`src/sv/cmfd_pkg.sv`:
```
// ----------------------------------------------------------------------------
// cmfd_pkg
// Shared types and constants of the motor feedback decoder: frame
// identifiers, result kinds, the decoded item and the per-slot state entry.
// ----------------------------------------------------------------------------
package cmfd_pkg;

	localparam logic [10:0] ID_MOTOR_1   = 11'h201;
	localparam logic [10:0] ID_MOTOR_2   = 11'h202;
	localparam logic [10:0] ID_MOTOR_3   = 11'h203;
	localparam logic [10:0] ID_MOTOR_4   = 11'h204;
	localparam logic [10:0] ID_MOTOR_5   = 11'h205;
	localparam logic [10:0] ID_MOTOR_6   = 11'h207;
	localparam logic [10:0] ID_GIMBAL    = 11'h400;
	localparam logic [10:0] ID_GIMBAL_SW = 11'h600;

	localparam logic [2:0] SLOT_BUS2_MOTOR = 3'd4;
	localparam logic [2:0] SLOT_LAST_MOTOR = 3'd5;

	localparam logic [1:0] KIND_NONE      = 2'd0;
	localparam logic [1:0] KIND_MOTOR     = 2'd1;
	localparam logic [1:0] KIND_GIMBAL    = 2'd2;
	localparam logic [1:0] KIND_GIMBAL_SW = 2'd3;

	localparam logic [3:0] SWITCH_LOW_MASK = 4'hF;

	typedef struct packed {
		logic        motor;
		logic [1:0]  kind;
		logic [2:0]  slot;
		logic [15:0] word_a;
		logic [15:0] word_b;
		logic [15:0] word_c;
		logic [15:0] word_d;
		logic [7:0]  temperature;
		logic [7:0]  switch_high;
		logic [3:0]  switch_low;
	} frame_t;

	typedef struct packed {
		logic [15:0] enc;
		logic [31:0] ofs;
	} entry_t;

endpackage

```
`src/sv/cmfd_decode.sv`:
```
// ----------------------------------------------------------------------------
// cmfd_decode
// Routes one received frame by bus and identifier and unpacks the payload
// words into the fields of the result item; the angle is left to the core.
// ----------------------------------------------------------------------------
module cmfd_decode (
	input  logic               bus,
	input  logic [10:0]        frame_id,
	input  logic [63:0]        payload,
	output cmfd_pkg::frame_t   frame
);

	logic [15:0] w0;
	logic [15:0] w1;
	logic [15:0] w2;
	logic [15:0] w3;

	assign w0 = payload[63:48];
	assign w1 = payload[47:32];
	assign w2 = payload[31:16];
	assign w3 = payload[15:0];

	always_comb begin
		frame = '0;
		unique case (frame_id)
			cmfd_pkg::ID_MOTOR_1, cmfd_pkg::ID_MOTOR_2,
			cmfd_pkg::ID_MOTOR_3, cmfd_pkg::ID_MOTOR_4: begin
				if (!bus) begin
					frame.motor = 1'b1;
					frame.slot  = 3'(frame_id - cmfd_pkg::ID_MOTOR_1);
				end
			end
			cmfd_pkg::ID_MOTOR_6: begin
				if (!bus) begin
					frame.motor = 1'b1;
					frame.slot  = cmfd_pkg::SLOT_LAST_MOTOR;
				end
			end
			cmfd_pkg::ID_MOTOR_5: begin
				if (bus) begin
					frame.motor = 1'b1;
					frame.slot  = cmfd_pkg::SLOT_BUS2_MOTOR;
				end
			end
			cmfd_pkg::ID_GIMBAL: begin
				if (bus) begin
					frame.kind   = cmfd_pkg::KIND_GIMBAL;
					frame.word_a = 16'(16'd0 - w0);
					frame.word_b = w1;
					frame.word_c = w2;
					frame.word_d = w3;
				end
			end
			cmfd_pkg::ID_GIMBAL_SW: begin
				if (bus) begin
					frame.kind        = cmfd_pkg::KIND_GIMBAL_SW;
					frame.word_a      = 16'(16'd0 - w0);
					frame.word_b      = w1;
					frame.word_c      = w2;
					frame.word_d      = w3;
					frame.switch_high = w2[15:8];
					frame.switch_low  = w2[3:0] & cmfd_pkg::SWITCH_LOW_MASK;
				end
			end
			default: begin
				frame = '0;
			end
		endcase
		if (frame.motor) begin
			frame.kind        = cmfd_pkg::KIND_MOTOR;
			frame.word_a      = w1;
			frame.word_b      = w2;
			frame.word_c      = w0;
			frame.temperature = payload[15:8];
		end
	end

endmodule

```
`src/sv/can_motor_feedback_decoder_core.sv`:
```
// ----------------------------------------------------------------------------
// can_motor_feedback_decoder_core
// Decodes received motor feedback and gimbal frames; unwraps each motor's
// encoder into a multi-turn angle kept in a small per-slot state memory.
// ----------------------------------------------------------------------------
// Usage:
//   Input channel (in_valid/in_stall) takes one frame per item: bus,
//   frame_id and payload. Output channel (out_valid/out_stall) gives exactly
//   one result item per frame, in order; kind 0 marks an ignored frame.
//   An accepted frame passes the working stage and then the output
//   register, which raises out_valid. One item is taken every cycle while
//   the output is not stalled: the state memory is read when a frame is
//   accepted and written back as the item leaves the working stage, with
//   the write forwarded to a read of the same slot.
//   The memory holds per slot the last encoder count and the turn offset
//   (turns times counts per turn). Reset clears the entry valid bits, the
//   warm-up counter and all valid flags; an entry not yet written reads zero.
//   No clearing pass is needed.
//   While out_stall holds, the finished result stays in the output register
//   and one more item is taken into the working stage; further items see
//   in_stall until the output drains.
// ----------------------------------------------------------------------------
module can_motor_feedback_decoder_core #(
	parameter int MOTOR_SLOTS     = 6,
	parameter int WARMUP_FRAMES   = 10,
	parameter int COUNTS_PER_TURN = 8192
) (
	input  logic                clk,
	input  logic                arst_n,
	input  logic                in_valid,
	output logic                in_stall,
	input  logic                bus,
	input  logic [10:0]         frame_id,
	input  logic [63:0]         payload,
	output logic                out_valid,
	input  logic                out_stall,
	output logic [1:0]          kind,
	output logic [2:0]          slot,
	output logic signed [31:0]  angle,
	output logic [15:0]         word_a,
	output logic [15:0]         word_b,
	output logic [15:0]         word_c,
	output logic [15:0]         word_d,
	output logic [7:0]          temperature,
	output logic [7:0]          switch_high,
	output logic [3:0]          switch_low
);

	localparam int AW     = (MOTOR_SLOTS > 1) ? $clog2(MOTOR_SLOTS) : 1;
	localparam int DEPTH  = 2 ** AW;
	localparam int WARM_W = $clog2(WARMUP_FRAMES + 2);
	localparam logic [3:0]          SLOTS_L   = 4'(MOTOR_SLOTS);
	localparam logic [WARM_W-1:0]   WARM_LAST = WARM_W'(WARMUP_FRAMES);
	localparam logic signed [17:0]  HALF      = 18'(COUNTS_PER_TURN / 2);
	localparam logic [31:0]         TURN      = 32'(COUNTS_PER_TURN);

	cmfd_pkg::frame_t dec;
	cmfd_pkg::frame_t in_frame;
	cmfd_pkg::frame_t frame_s1;
	cmfd_pkg::entry_t mem [MOTOR_SLOTS];
	cmfd_pkg::entry_t mem_rd_s1;
	cmfd_pkg::entry_t fwd_data_s1;
	cmfd_pkg::entry_t cur;
	cmfd_pkg::entry_t wr_data;

	logic              s1_vld_q;
	logic              out_vld_q;
	logic              s1_adv;
	logic              in_acc;
	logic              wr_en;
	logic [AW-1:0]     rd_addr;
	logic [AW-1:0]     wr_addr;
	logic [DEPTH-1:0]  vld_q;
	logic              ent_vld_s1;
	logic              fwd_s1;
	logic [WARM_W-1:0] warm_q;
	logic              warming;
	logic signed [16:0] delta;
	logic [31:0]       ofs_new;
	logic [31:0]       angle_new;

	cmfd_decode u_decode (
		.bus      (bus),
		.frame_id (frame_id),
		.payload  (payload),
		.frame    (dec)
	);

	always_comb begin
		in_frame = dec;
		if (dec.motor && ({1'b0, dec.slot} >= SLOTS_L)) begin
			in_frame = '0;
		end
	end

	assign s1_adv   = s1_vld_q && (!out_vld_q || !out_stall);
	assign in_stall = s1_vld_q && !s1_adv;
	assign in_acc   = in_valid && !in_stall;
	assign rd_addr  = in_frame.slot[AW-1:0];
	assign wr_addr  = frame_s1.slot[AW-1:0];
	assign wr_en    = s1_adv && frame_s1.motor;

	always_ff @(posedge clk) begin
		if (wr_en) begin
			mem[wr_addr] <= wr_data;
		end
		if (in_acc) begin
			mem_rd_s1   <= mem[rd_addr];
			fwd_data_s1 <= wr_data;
			frame_s1    <= in_frame;
		end
	end

	always_ff @(posedge clk or negedge arst_n) begin
		if (!arst_n) begin
			s1_vld_q   <= 1'b0;
			vld_q      <= '0;
			ent_vld_s1 <= 1'b0;
			fwd_s1     <= 1'b0;
		end else begin
			if (in_acc) begin
				s1_vld_q   <= 1'b1;
				ent_vld_s1 <= in_frame.motor && vld_q[rd_addr];
				fwd_s1     <= wr_en && in_frame.motor && (wr_addr == rd_addr);
			end else if (s1_adv) begin
				s1_vld_q <= 1'b0;
			end
			if (wr_en) begin
				vld_q[wr_addr] <= 1'b1;
			end
		end
	end

	always_comb begin
		if (fwd_s1) begin
			cur = fwd_data_s1;
		end else if (ent_vld_s1) begin
			cur = mem_rd_s1;
		end else begin
			cur = '0;
		end
	end

	assign warming = (warm_q <= WARM_LAST);
	assign delta   = $signed({1'b0, frame_s1.word_c}) - $signed({1'b0, cur.enc});

	always_comb begin
		ofs_new = cur.ofs;
		if (warming) begin
			ofs_new = '0;
		end else if ($signed({delta[16], delta}) < -HALF) begin
			ofs_new = cur.ofs + TURN;
		end else if ($signed({delta[16], delta}) > HALF) begin
			ofs_new = cur.ofs - TURN;
		end
		angle_new   = ofs_new + {16'd0, frame_s1.word_c};
		wr_data.enc = frame_s1.word_c;
		wr_data.ofs = ofs_new;
	end

	always_ff @(posedge clk or negedge arst_n) begin
		if (!arst_n) begin
			warm_q    <= '0;
			out_vld_q <= 1'b0;
		end else begin
			if (wr_en && warming) begin
				warm_q <= warm_q + 1'b1;
			end
			if (s1_adv) begin
				out_vld_q <= 1'b1;
			end else if (!out_stall) begin
				out_vld_q <= 1'b0;
			end
		end
	end

	always_ff @(posedge clk) begin
		if (s1_adv) begin
			kind        <= frame_s1.kind;
			slot        <= frame_s1.slot;
			angle       <= frame_s1.motor ? $signed(angle_new) : '0;
			word_a      <= frame_s1.word_a;
			word_b      <= frame_s1.word_b;
			word_c      <= frame_s1.word_c;
			word_d      <= frame_s1.word_d;
			temperature <= frame_s1.temperature;
			switch_high <= frame_s1.switch_high;
			switch_low  <= frame_s1.switch_low;
		end
	end

	assign out_valid = out_vld_q;

	a_non_motor_zero: assert property (@(posedge clk) disable iff (!arst_n)
		out_valid && (kind != cmfd_pkg::KIND_MOTOR) |-> (slot == '0) && (angle == '0))
		else $error("non-motor item carries slot or angle");

	a_warm_bound: assert property (@(posedge clk) disable iff (!arst_n)
		warm_q <= WARM_W'(WARMUP_FRAMES + 1))
		else $error("warm-up counter past its hold value");

	a_stall_full: assert property (@(posedge clk) disable iff (!arst_n)
		in_stall |-> s1_vld_q && out_vld_q)
		else $error("input stalled with room in the pipeline");

	a_written_valid: assert property (@(posedge clk) disable iff (!arst_n)
		wr_en |=> vld_q[$past(wr_addr)])
		else $error("written slot not marked valid");

endmodule

```
`config.mk`:
```
export PLATFORM = sky130hd
export DESIGN_NAME = can_motor_feedback_decoder_core
export DESIGN_NICKNAME = d
export VERILOG_FILES = /design/src/sv/cmfd_pkg.sv /design/src/sv/cmfd_decode.sv /design/src/sv/can_motor_feedback_decoder_core.sv
export SDC_FILE = /design/constraint.sdc
export NUM_CORES = 1
export LEC_CHECK = 0
export BUFFER_PORTS_ARGS = -buffer_cell sky130_fd_sc_hd__buf_2
export CAP_MARGIN = 20
export CORE_ASPECT_RATIO = 1.25
export CORE_UTILIZATION = 60
export CTS_CLUSTER_SIZE = 25
export DETAILED_ROUTE_END_ITERATION = 10
export GPL_TIMING_DRIVEN = 1
export PLACE_DENSITY = 0.78
export SLEW_MARGIN = 20
export SYNTH_ARGS = -nofsm -noshare
export SYNTH_HDL_FRONTEND = slang
export SYNTH_SLANG_ARGS = --single-unit
```
`constraint.sdc`:
```
create_clock -name clk -period 10.4 [get_ports clk]
set_input_delay 1.04 -clock clk [delete_from_list [all_inputs] [get_ports clk]]
set_output_delay 1.04 -clock clk [all_outputs]
set_load 0.05 [all_outputs]
```
-- Word level (Yosys, flattened, before mapping)
Memory sizes are Yosys's and may differ from the RTL's. A register that Yosys moved wholly into a read port is not among the register bits.
Cells that the tools add are included.
- flip-flop bits (word level): 275
- memory bits (writable): 288
- output and inout port bits: 123
- memories: 1
- $add $sub $neg: 7
- magnitude comparators: 7
- eq/ne operators: 10
- multiplexer cells: 33
- bitwise operators: 5
- reduce and logical (&&, ||, !) cells: 23
- memories (name ; depth ; width ; rd ports ; clocked after Yosys merged registers in ; write ports ; line ; source):
    mem ; 6 ; 48 ; 1 ; 1 ; 1 ; can_motor_feedback_decoder_core.sv:60 ; cmfd_pkg::entry_t mem [MOTOR_SLOTS];
- operator list (operator ; number):
    48-bit 2-to-1 mux ; 3
    64-bit 2-to-1 mux ; 2
    32-bit 2-to-1 mux ; 3
    90-bit 2-to-1 mux ; 1
    11-bit by 10-bit == test with 1-bit output (second input constant) ; 6
    32-bit by 14-bit adder with 32-bit output (second input constant) ; 1
    32-bit by 16-bit adder with 32-bit output ; 1
    32-bit by 14-bit subtractor with 32-bit output (second input constant) ; 1
    12-bit 2-to-1 mux ; 2
    11-bit == test (second input constant) ; 2
    17-bit by 14-bit > comparator with 1-bit output (second input constant) ; 1
    17-bit by 13-bit less-than comparator with 1-bit output (second input constant) ; 1
    16-bit by 16-bit subtractor with 17-bit output ; 1
    1-bit by 16-bit subtractor with 16-bit output (first input constant) ; 1
    1-bit logical AND ; 10
    1-bit 2-to-1 mux ; 10
    3-bit 2-to-1 mux ; 3
    3-bit one-hot mux with 3 select lines ; 1
    3-bit by 4-bit less-than comparator with 1-bit output (second input constant) ; 2
    8-bit 2-to-1 mux ; 1
    8-bit bitwise OR ; 1
    2-bit 2-to-1 mux ; 3
    2-bit OR reduction ; 3
    3-bit OR reduction ; 2
    other kinds (17) ; 23

-- Depth between registers and ports, before layout
Gate-level depths: netlist of the first run.
- word-level depth: 9
- mapped depth: 30
- depth with buffers taken out: 25

-- Modules after synthesis
Synthesis of the first run repeated with hierarchy kept, for this count alone.
- cells, all modules: 1865
- area total of the unflattened synthesis: 26471.6 sq um
- modules (own cells, without submodules) (module ; instances ; cells each ; area an instance (sq um) ; sequential area each (sq um)):
    can_motor_feedback_decoder_core ; 1 ; 1696 ; 25283.0 ; 18217.5
    cmfd_decode ; 1 ; 169 ; 1188.6 ; 0.0

-- Worst setup path before layout of the first run
No wires, ideal clock.
- kind: input to register
- start point: input out_stall
- end point: register vld_q[0]
- setup time: 0.093 ns
- arrival: 9.637 ns
- required time: 10.307 ns
- setup slack: 0.670 ns
- stages: 5
- path buffers: 0
- cell sequence: nand2_1 and2_1 nand2_1 nor4_1 or2_2
- cells in the longest elaborated chain, start to end: 4
- RTL lines (what ; line ; source):
    start, declared ; can_motor_feedback_decoder_core.sv:36 ; input logic out_stall,
    1-bit zero test ; -- ;
    1-bit logical OR ; can_motor_feedback_decoder_core.sv:96 ; assign s1_adv = s1_vld_q && (!out_vld_q || !out_stall);
    1-bit logical AND ; can_motor_feedback_decoder_core.sv:96 ;
    via s1_adv ; can_motor_feedback_decoder_core.sv:68 ; logic s1_adv;
    1-bit logical AND ; can_motor_feedback_decoder_core.sv:101 ; assign wr_en = s1_adv && frame_s1.motor;
    end signal, assigned ; can_motor_feedback_decoder_core.sv:117 ; vld_q <= '0;
    end signal, assigned by index ; can_motor_feedback_decoder_core.sv:129 ; vld_q[wr_addr] <= 1'b1;
    end, declared ; can_motor_feedback_decoder_core.sv:73 ; logic [DEPTH-1:0] vld_q;
The timed path passes the listed nets, and every way through them passes these cells.
A chain may end at the register's enable or synchronous reset.

-- Worst setup path after layout of the first run
- start point: register ent_vld_s1
- end point: register angle[31], data pin
- cells in the longest elaborated chain, start to end: 8
- RTL lines (what ; line ; source):
    start, declared ; can_motor_feedback_decoder_core.sv:74 ; logic ent_vld_s1;
    start signal, assigned ; can_motor_feedback_decoder_core.sv:123 ; ent_vld_s1 <= in_frame.motor && vld_q[rd_addr];
    48-bit 2-to-1 mux * ; can_motor_feedback_decoder_core.sv:137 ; end else if (ent_vld_s1) begin
    48-bit 2-to-1 mux * ; can_motor_feedback_decoder_core.sv:135 ; if (fwd_s1) begin
    16-bit by 16-bit subtractor with 17-bit output ; can_motor_feedback_decoder_core.sv:145 ; assign delta = $signed({1'b0, frame_s1.word_c}) - $signed({1'b0, cur.enc});
    17-bit by 14-bit > comparator with 1-bit output ; can_motor_feedback_decoder_core.sv:153 ; end else if ($signed({delta[16], delta}) > HALF) begin
    32-bit 2-to-1 mux ; can_motor_feedback_decoder_core.sv:153 ;
    32-bit 2-to-1 mux * ; can_motor_feedback_decoder_core.sv:151 ; end else if ($signed({delta[16], delta}) < -HALF) begin
    32-bit 2-to-1 mux * ; can_motor_feedback_decoder_core.sv:149 ; if (warming) begin
    via ofs_new[13] ; can_motor_feedback_decoder_core.sv:79 ; logic [31:0] ofs_new;
    32-bit by 16-bit adder with 32-bit output * ; can_motor_feedback_decoder_core.sv:156 ; angle_new = ofs_new + {16'd0, frame_s1.word_c};
    end signal, assigned ; can_motor_feedback_decoder_core.sv:181 ; angle <= frame_s1.motor ? $signed(angle_new) : '0;
    end, declared ; can_motor_feedback_decoder_core.sv:39 ; output logic signed [31:0] angle,
The timed path passes the listed nets; every way through them passes the cells marked *.

==> results.yml, run 1 <==
run_status:
  status: "completed"
pwr:
  combinational_power_share_pct: 15.0
  peak_vdd_ir_mv: 0.210
  clock_power_share_pct: 33.7
  switching_share_pct: 26.8
  power.leakage_nw: 10.1
  internal_power_mw: 4.26
  post-layout-total-power_mw: 5.82
  seq_power_share_pct: 51.2
  power.switching_mw: 1.56
  power_density_mw_per_mm2: 200
synth:
  synth.top_cells.by_area: "sky130_fd_sc_hd__edfxtp_1, sky130_fd_sc_hd__mux2i_1, sky130_fd_sc_hd__mux2_2"
  yosys.cell_types.count: 79
  synthAdderAreaFrac_pct: 2.15
  synth_xor_area_share_pct: 2.05
  synth_area_in_compound_gates_pct: 9.34
  synth.net_count: 1809
  synthMuxAreaShare_pct: 5.96
  yosysWarnings: 0
  postSynthRegisterBits: 609
  syn-instance-count: 1686
  synthArstFlopShare_pct: 2.30
  synth-seq-area-share_pct: 70.9
  ys_dominant_reg_cell: "sky130_fd_sc_hd__edfxtp_1"
  synth.top_cell.area_share_pct: 69.6
  synth_enable_flop_cells: 595
  largest_family_of_logic_cells_by_synthesized_area: "compound AO/OA/AOI/OAI gates"
  syn_area_per_cell_sq_um: 15.2
  synth_area_leader_cell: "sky130_fd_sc_hd__edfxtp_1"
  mappedNetlistArea_sq_mm: 0.0257
  post_synth_and_or_nand_nor_area_fraction_pct: 7.94
routing:
  first_iter_violations: 1324
  antenna_left: 0
  detailedRoute.firstPassIterationCount: 6
  viasPerCell: 6.11
  num_vias: 15200
  drc: 0
  routed_wl_microns: 56500
  routedWlPerCell_microns: 22.7
sta:
  worstMarginPinSlew_ns: 1.07
  setup_repair_after_global_routing_missed_its_margin: "false"
  finalSetupViolCount: 0
  maxClockFrequency_ghz: 0.144
  slew_headroom_pct: 28.5
  drv_slew: 0
  finClkSkew_ns: 0.0236
  fin_setup_tns_ns: 0
  post-route-min-period_ns: 6.96
  fin_crit_sh_pct: 66.9
  timing_hold_violations_final: 0
run:
  maxCapViolations: 0
layout:
  antenna_diode_instance_count: 0
  design.final.nets: 2014
  number_of_standard_cells_in_the_final_layout_excluding_fillers: 2491
  layout_cell_share_with_drive_strength_beyond_1_pct: 20.8
  final_area_sq_mm: 0.0291
  area.growth.synth_to_final_pct: 13.3
  post-route-util_pct: 69.1
floorplanning:
  die_height_microns: 233
  i_o_pin_count: 203
  floorplan.core_area_sq_mm: 0.0421
  die_area_sq_mm: 0.0436
  num_rows: 84
  floorplan.die.width_microns: 187
  start_util_pct: 60.9
cts:
  cts_buffers: 55
  clock_sink_count: 609
  cts.repair_timing.setup_buffer_count: 0
  h-tree-depth: 2
  tritoncts: "yes"
  latest_clock_arrival_within_the_worst_skew_pair_ns: 0.59
  post_cts_hold_buffer_count: 0
  cts-resized-gates: 0
  buffer_levels_on_the_longest_clock_path: 3
  clk_root_buffer_cell: "sky130_fd_sc_hd__clkbuf_16"
  path_clk_slew_ns: 0.06
worst_setup_path:
  regToRegSetupSlack_ns: 3.44
  timing.critical_path.fanout_max: 46
  worst-setup-path-type: "reg2reg"
  worstSetupStartpointType: "flip-flop"
  arrival_ns: 7.29
  critPathRequiredTime_ns: 10.73
  worst_setup_path_end_kind: "flip-flop"
placement:
  port_buffers: 202
  place.detailed.instances: 2392
  place.gp.congestion: 0.902
  dpl.hpwl_microns: 34600
  place_area_sq_mm: 0.0274
global_route:
  via_count_of_the_first_global_routing_pass: 15300
  antenna_found_initial: 1
  grt_first_pass_wirelength_microns: 85700
  largest_net_degree_at_the_start_of_global_routing: 149
  gr-usage-all-layers_pct: 26.0
  grt.overflow.total: 0
min_path:
  worstHoldPathType: "in2async"
worst max-delay path: stages, from the launching register on:
cell and delay, ns:
sky130_fd_sc_hd__dfrtp_1 0.51, sky130_fd_sc_hd__nor2b_4 0.20, sky130_fd_sc_hd__buf_4 0.53, sky130_fd_sc_hd__a22o_1 0.23, sky130_fd_sc_hd__ha_1 0.15, sky130_fd_sc_hd__inv_1 0.06
sky130_fd_sc_hd__fa_1 0.42, sky130_fd_sc_hd__a211oi_2 0.37, sky130_fd_sc_hd__o21ai_1 0.16, sky130_fd_sc_hd__xnor2_1 0.15, sky130_fd_sc_hd__nand4b_1 0.13, sky130_fd_sc_hd__nor4_2 0.42
sky130_fd_sc_hd__a41oi_2 0.24, sky130_fd_sc_hd__o21ai_2 0.50, sky130_fd_sc_hd__nand3_1 0.15, sky130_fd_sc_hd__a21oi_1 0.51, sky130_fd_sc_hd__ha_1 0.26, sky130_fd_sc_hd__and3_1 0.18
sky130_fd_sc_hd__nand2_1 0.06, sky130_fd_sc_hd__o21bai_1 0.13, sky130_fd_sc_hd__a21oi_1 0.12, sky130_fd_sc_hd__inv_1 0.07, sky130_fd_sc_hd__a21oi_1 0.12, sky130_fd_sc_hd__nor4_4 0.30
sky130_fd_sc_hd__nand4_2 0.27, sky130_fd_sc_hd__o311ai_1 0.35, sky130_fd_sc_hd__o41ai_1 0.11
kinds of logic (layout without fill, tap and decap cells):
group	after synthesis	after routing
compound gates	338	338
xor+xnor	60	60
fa+ha+maj	43	43
buf+inv	107	353
flops	609	609
mux	147	147
simple gates	382	382
layout make-up:
type | count | area (sq um)
clock buffer | 69 | 1440
timing repair buffer | 226 | 1220
sequential | 609 | 18200
inverter | 29 | 114
tap | 559 | 699
clock inverter | 29 | 295
multi-input combinational | 970 | 7130
fill | 2826 | 13000
registers in the layout, indices dropped and copies added (netlist names), 32 cells and up:
register and count:
angle 32, frame_s1 87, fwd_data_s1 48, mem 288, mem_rd_s1 48
cell usage after synthesis (39+ instances only):
master / instances
sky130_fd_sc_hd__edfxtp_1: 595
sky130_fd_sc_hd__nand2_1: 112
sky130_fd_sc_hd__mux2i_1: 99
sky130_fd_sc_hd__o21ai_0: 80
sky130_fd_sc_hd__nor2_1: 62
sky130_fd_sc_hd__clkbuf_1: 56
sky130_fd_sc_hd__o211ai_1: 53
sky130_fd_sc_hd__a22o_1: 50
sky130_fd_sc_hd__mux2_2: 48
sky130_fd_sc_hd__a22oi_1: 46
sky130_fd_sc_hd__and2_1: 44
sky130_fd_sc_hd__ha_1: 41
sky130_fd_sc_hd__xnor2_1: 39
through the flow:
stage | setup WS (ns) | hold slack (ns)
after CTS | 3.54 | 0.336
final | 3.44 | 0.349
after global routing | 2.99 | 0.353
after detailed placement | 3.59 | 0.405
after floorplan | 0.670 | 0.400
after global placement | 3.85 | 0.400
routing by layer:
layer  up-vias  global-route usage [%]  share of wire, %
met5         -                       0                 0
met4         0                    8.25               2.6
met3        90                    5.12               7.8
met2       620                    45.7                50
met1      7549                    32.5                39
li1       6961                       -                 -
power groups by stage:
stage | sequential [mW] | combinational [mW] | clock [mW]
3_5_place_dp | 3.03 | 0.866 | 0
6_report | 2.98 | 0.875 | 1.96
5_1_grt | 3.00 | 0.939 | 2.08
3_3_place_gp | 3.03 | 0.850 | 0
2_1_floorplan | 3.17 | 0.469 | 0
4_1_cts | 2.99 | 0.871 | 1.99
layout by cell type, fill, tap and decap left out, types with 5 or more instances in the layout:
| cell type | n |
|---|---|
| sky130_fd_sc_hd__clkbuf_1 | 13 |
| sky130_fd_sc_hd__nand2b_1 | 11 |
| sky130_fd_sc_hd__a211oi_1 | 7 |
| sky130_fd_sc_hd__nor2_1 | 60 |
| sky130_fd_sc_hd__nor3b_1 | 6 |
| sky130_fd_sc_hd__nor3_2 | 5 |
| sky130_fd_sc_hd__a21o_1 | 10 |
| sky130_fd_sc_hd__buf_4 | 22 |
| sky130_fd_sc_hd__nand2_1 | 112 |
| sky130_fd_sc_hd__bufinv_16 | 5 |
| sky130_fd_sc_hd__a22o_1 | 50 |
| sky130_fd_sc_hd__mux2_2 | 48 |
| sky130_fd_sc_hd__clkbuf_16 | 55 |
| sky130_fd_sc_hd__dfrtp_1 | 13 |
| sky130_fd_sc_hd__nand3_1 | 20 |
| sky130_fd_sc_hd__mux2i_1 | 99 |
| sky130_fd_sc_hd__clkinv_1 | 8 |
| sky130_fd_sc_hd__a21oi_1 | 31 |
| sky130_fd_sc_hd__a22oi_1 | 46 |
| sky130_fd_sc_hd__inv_1 | 27 |
| sky130_fd_sc_hd__or3_1 | 13 |
| sky130_fd_sc_hd__and2_1 | 42 |
| sky130_fd_sc_hd__xor2_1 | 21 |
| sky130_fd_sc_hd__xnor2_1 | 39 |
| sky130_fd_sc_hd__o21ai_0 | 79 |
| sky130_fd_sc_hd__buf_2 | 202 |
| sky130_fd_sc_hd__edfxtp_1 | 595 |
| sky130_fd_sc_hd__o211ai_1 | 53 |
| sky130_fd_sc_hd__o31ai_1 | 7 |
| sky130_fd_sc_hd__nor2b_1 | 11 |
| sky130_fd_sc_hd__ha_1 | 41 |
| sky130_fd_sc_hd__clkinv_2 | 9 |
| sky130_fd_sc_hd__nand4_1 | 9 |
| sky130_fd_sc_hd__o21ai_1 | 7 |
| sky130_fd_sc_hd__and3_1 | 30 |
| sky130_fd_sc_hd__or2_2 | 7 |
| sky130_fd_sc_hd__nor3_1 | 15 |
path summary, 6_finish.rpt:
kind | start | end | depth (start not counted)
min in group clk | frame_s1[68] | word_a[0] | 0
worst min-delay path | arst_n | s1_vld_q | 1
worst min register to register | frame_s1[68] | word_a[0] | 0
max in group asynchronous | arst_n | fwd_s1 | 1
worst max register to register | ent_vld_s1 | angle[31] | 26
worst max-delay path | ent_vld_s1 | angle[31] | 26
Note: power is estimated with default switching activity, not from simulation.
==> run 2: changes to the inputs <==
==> constraint.sdc (replaced) <==
create_clock -name clk -period 7 [get_ports clk]
set_input_delay 0.7 -clock clk [delete_from_list [all_inputs] [get_ports clk]]
set_output_delay 0.7 -clock clk [all_outputs]
set_load 0.05 [all_outputs]
==> run 2 against run 1 <==
Against the previous run:
- first-iteration DRC count decreased by 8.3%
- via count up 1.2%
- combinational power up 51%
- critical endpoint unchanged
- non-clock buffer count is 10 higher
==> results.yml, run 2 (same netlist as run 1, synthesis figures left out) <==
run_status:
  status: "completed"
global_route:
  largest_net_degree_at_the_start_of_global_routing: 152
  busiest_layer: "met2"
  grt_first_pass_wirelength_microns: 89200
  globalRouteMet2Util_pct: 47.4
  gr-usage-all-layers_pct: 27.2
  grt.overflow.total: 0
  via_count_of_the_first_global_routing_pass: 15700
  grtUsageMet1_pct: 33.6
  grtUsageMet3_pct: 5.78
  antenna_found_initial: 0
cts:
  tritoncts: "yes"
  buffer_levels_on_the_longest_clock_path: 3
  path_clk_slew_ns: 0.06
  latest_clock_arrival_within_the_worst_skew_pair_ns: 0.61
  cts_buffers: 56
  clk_root_buffer_cell: "sky130_fd_sc_hd__clkbuf_16"
  cts-resized-gates: 0
  clock_sink_count: 609
  h-tree-depth: 2
sta:
  finalSetupViolCount: 0
  worst_hold_slack_ns: 0.321
  drv_slew: 0
  setup_repair_after_global_routing_missed_its_margin: "false"
  fin_setup_tns_ns: 0
  finClkSkew_ns: 0.0288
  maxClockFrequency_ghz: 0.158
  post-route-min-period_ns: 6.34
  fin_crit_sh_pct: 90.5
  final.setup.worst_slack_ns: 0.663
  timing_hold_violations_final: 0
  slew_headroom_pct: 26.9
  worstMarginPinSlew_ns: 1.10
placement:
  dpl.hpwl_microns: 37100
  place.gp.congestion: 0.933
  detailedPlace.worstSlack_ns: 0.744
  place.detailed.instances: 2402
  port_buffers: 202
  place_area_sq_mm: 0.0275
floorplanning:
  die_area_sq_mm: 0.0436
  i_o_pin_count: 203
  floorplan.core_area_sq_mm: 0.0421
  die_height_microns: 233
  floorplan.die.width_microns: 187
  num_rows: 84
  start_util_pct: 60.9
pwr:
  peak_vdd_ir_mv: 0.267
  power.leakage_nw: 10.3
  power_density_mw_per_mm2: 302
  post-layout-total-power_mw: 8.85
layout:
  most-common-layout-cells: "sky130_fd_sc_hd__edfxtp_1, sky130_fd_sc_hd__buf_2, sky130_fd_sc_hd__nand2_1"
  antenna_diode_instance_count: 0
  final_area_sq_mm: 0.0293
  largest_reg_flops: 288
  regMostFlops: "mem"
  layout_cell_share_with_drive_strength_beyond_1_pct: 21.5
  layout.cells.most_common: "sky130_fd_sc_hd__edfxtp_1"
  post-route-util_pct: 69.6
  largest_registers: "mem: 288 flops, frame_s1: 87 flops"
  number_of_standard_cells_in_the_final_layout_excluding_fillers: 2508
  area.growth.synth_to_final_pct: 14.3
  design.final.nets: 2025
worst_setup_path:
  timing.critical_path.fanout_max: 9
  worstSetupStartpointType: "flip-flop"
  r2r.worst_path.cells: 25
  critical_path.endpoint: "angle[31]"
  critical-path-top-delay-family: "compound AO/OA/AOI/OAI gates"
  critPathRequiredTime_ns: 7.33
  worst_setup_path_end_kind: "flip-flop"
  critPathBufInv: 2
  arrival_ns: 6.66
  worst-path-stages: 25
  reg2reg_to: "angle[31]"
  timing.critical_path.slowest_cell_delay_ns: 0.53
  startpoint: "ent_vld_s1"
  worst_r2r_startpoint: "ent_vld_s1"
  worst-setup-path-type: "reg2reg"
  timing.critical_path.slowest_stage_cell: "sky130_fd_sc_hd__dfrtp_1"
  critPathMostFrequentCell: "sky130_fd_sc_hd__a21oi_1"
  regToRegSetupSlack_ns: 0.66
min_path:
  worstHoldPathType: "in2reg"
routing:
  routed_wl_microns: 58400
  drc: 0
  routedWlPerCell_microns: 23.3
  antenna_left: 0
  first_iter_violations: 1214
  detailedRoute.firstPassIterationCount: 6
  num_vias: 15400
  viasPerCell: 6.14
run:
  maxCapViolations: 0
run 2: cell types whose count changed in the layout (fill, tap and decap cells not counted), moves of 3 or more:
cell                        delta
sky130_fd_sc_hd__buf_4         +9
sky130_fd_sc_hd__clkbuf_8      +3
sky130_fd_sc_hd__clkbuf_16     +3
sky130_fd_sc_hd__clkinv_1      -4
sky130_fd_sc_hd__inv_6         -3
sky130_fd_sc_hd__clkinv_2      +5
run 2: layout make-up:
cell class	count	area [sq um]
Multi-Input combinational cell	970	7140
Clock buffer	76	1560
Clock inverter	29	315
Fill cell	2778	12800
Timing Repair Buffer	236	1290
Inverter	29	114
Sequential cell	609	18200
Tap cell	559	699
run 2: what timing repair did:
| action | in CTS | in global routing |
|---|---|---|
| hold buffers | 1 | 0 |
| buffers inserted | 0 | 0 |
| hold endpoints to repair | 13 | 0 |
run 2: worst register-to-register path: stages (launching register included):
cell and delay (ns):
sky130_fd_sc_hd__dfrtp_1 0.53, sky130_fd_sc_hd__nor2b_4 0.31, sky130_fd_sc_hd__a22o_1 0.17, sky130_fd_sc_hd__ha_1 0.15, sky130_fd_sc_hd__inv_1 0.05, sky130_fd_sc_hd__fa_1 0.41, sky130_fd_sc_hd__a211oi_2 0.36, sky130_fd_sc_hd__o21ai_1 0.16
sky130_fd_sc_hd__nand2_1 0.10, sky130_fd_sc_hd__a211oi_1 0.08, sky130_fd_sc_hd__o32a_1 0.39, sky130_fd_sc_hd__a41o_1 0.28, sky130_fd_sc_hd__a21oi_1 0.42, sky130_fd_sc_hd__o21ai_0 0.15, sky130_fd_sc_hd__a21oi_1 0.52, sky130_fd_sc_hd__ha_1 0.27
sky130_fd_sc_hd__and3_1 0.19, sky130_fd_sc_hd__nand2_1 0.06, sky130_fd_sc_hd__o21bai_1 0.13, sky130_fd_sc_hd__a21oi_1 0.11, sky130_fd_sc_hd__inv_1 0.06, sky130_fd_sc_hd__a21oi_1 0.11, sky130_fd_sc_hd__nor4_4 0.32, sky130_fd_sc_hd__nand4_2 0.27
sky130_fd_sc_hd__o311ai_1 0.35, sky130_fd_sc_hd__o41ai_1 0.13
run 2: routing by layer:
metal / wire, microns / vias to the layer above
li1: - / 6968
met1: 22700 / 7703
met2: 29700 / 614
met3: 4130 / 111
met4: 1900 / 0
met5: 0 / -
run 2: where the power goes:
group	leakage [nW]	switching [mW]	internal (mW)	total (mW)
registers	5.86	0.103	4.33	4.43
clock network	0.919	1.31	1.79	3.10
logic	3.49	0.950	0.375	1.32
run 2: worst min path at each step:
stage | cells past startpoint | from | slack (ns) | endpoint
final | 2 | in_valid | 0.32 | s1_vld_q
after detailed placement | 0 | frame_s1[80] | 0.40 | word_a[12]
after global routing | 2 | in_valid | 0.31 | s1_vld_q
after global placement | 0 | frame_s1[31] | 0.40 | word_d[11]
after floorplan | 0 | arst_n | 0.40 | ent_vld_s1
after CTS | 2 | in_valid | 0.29 | s1_vld_q
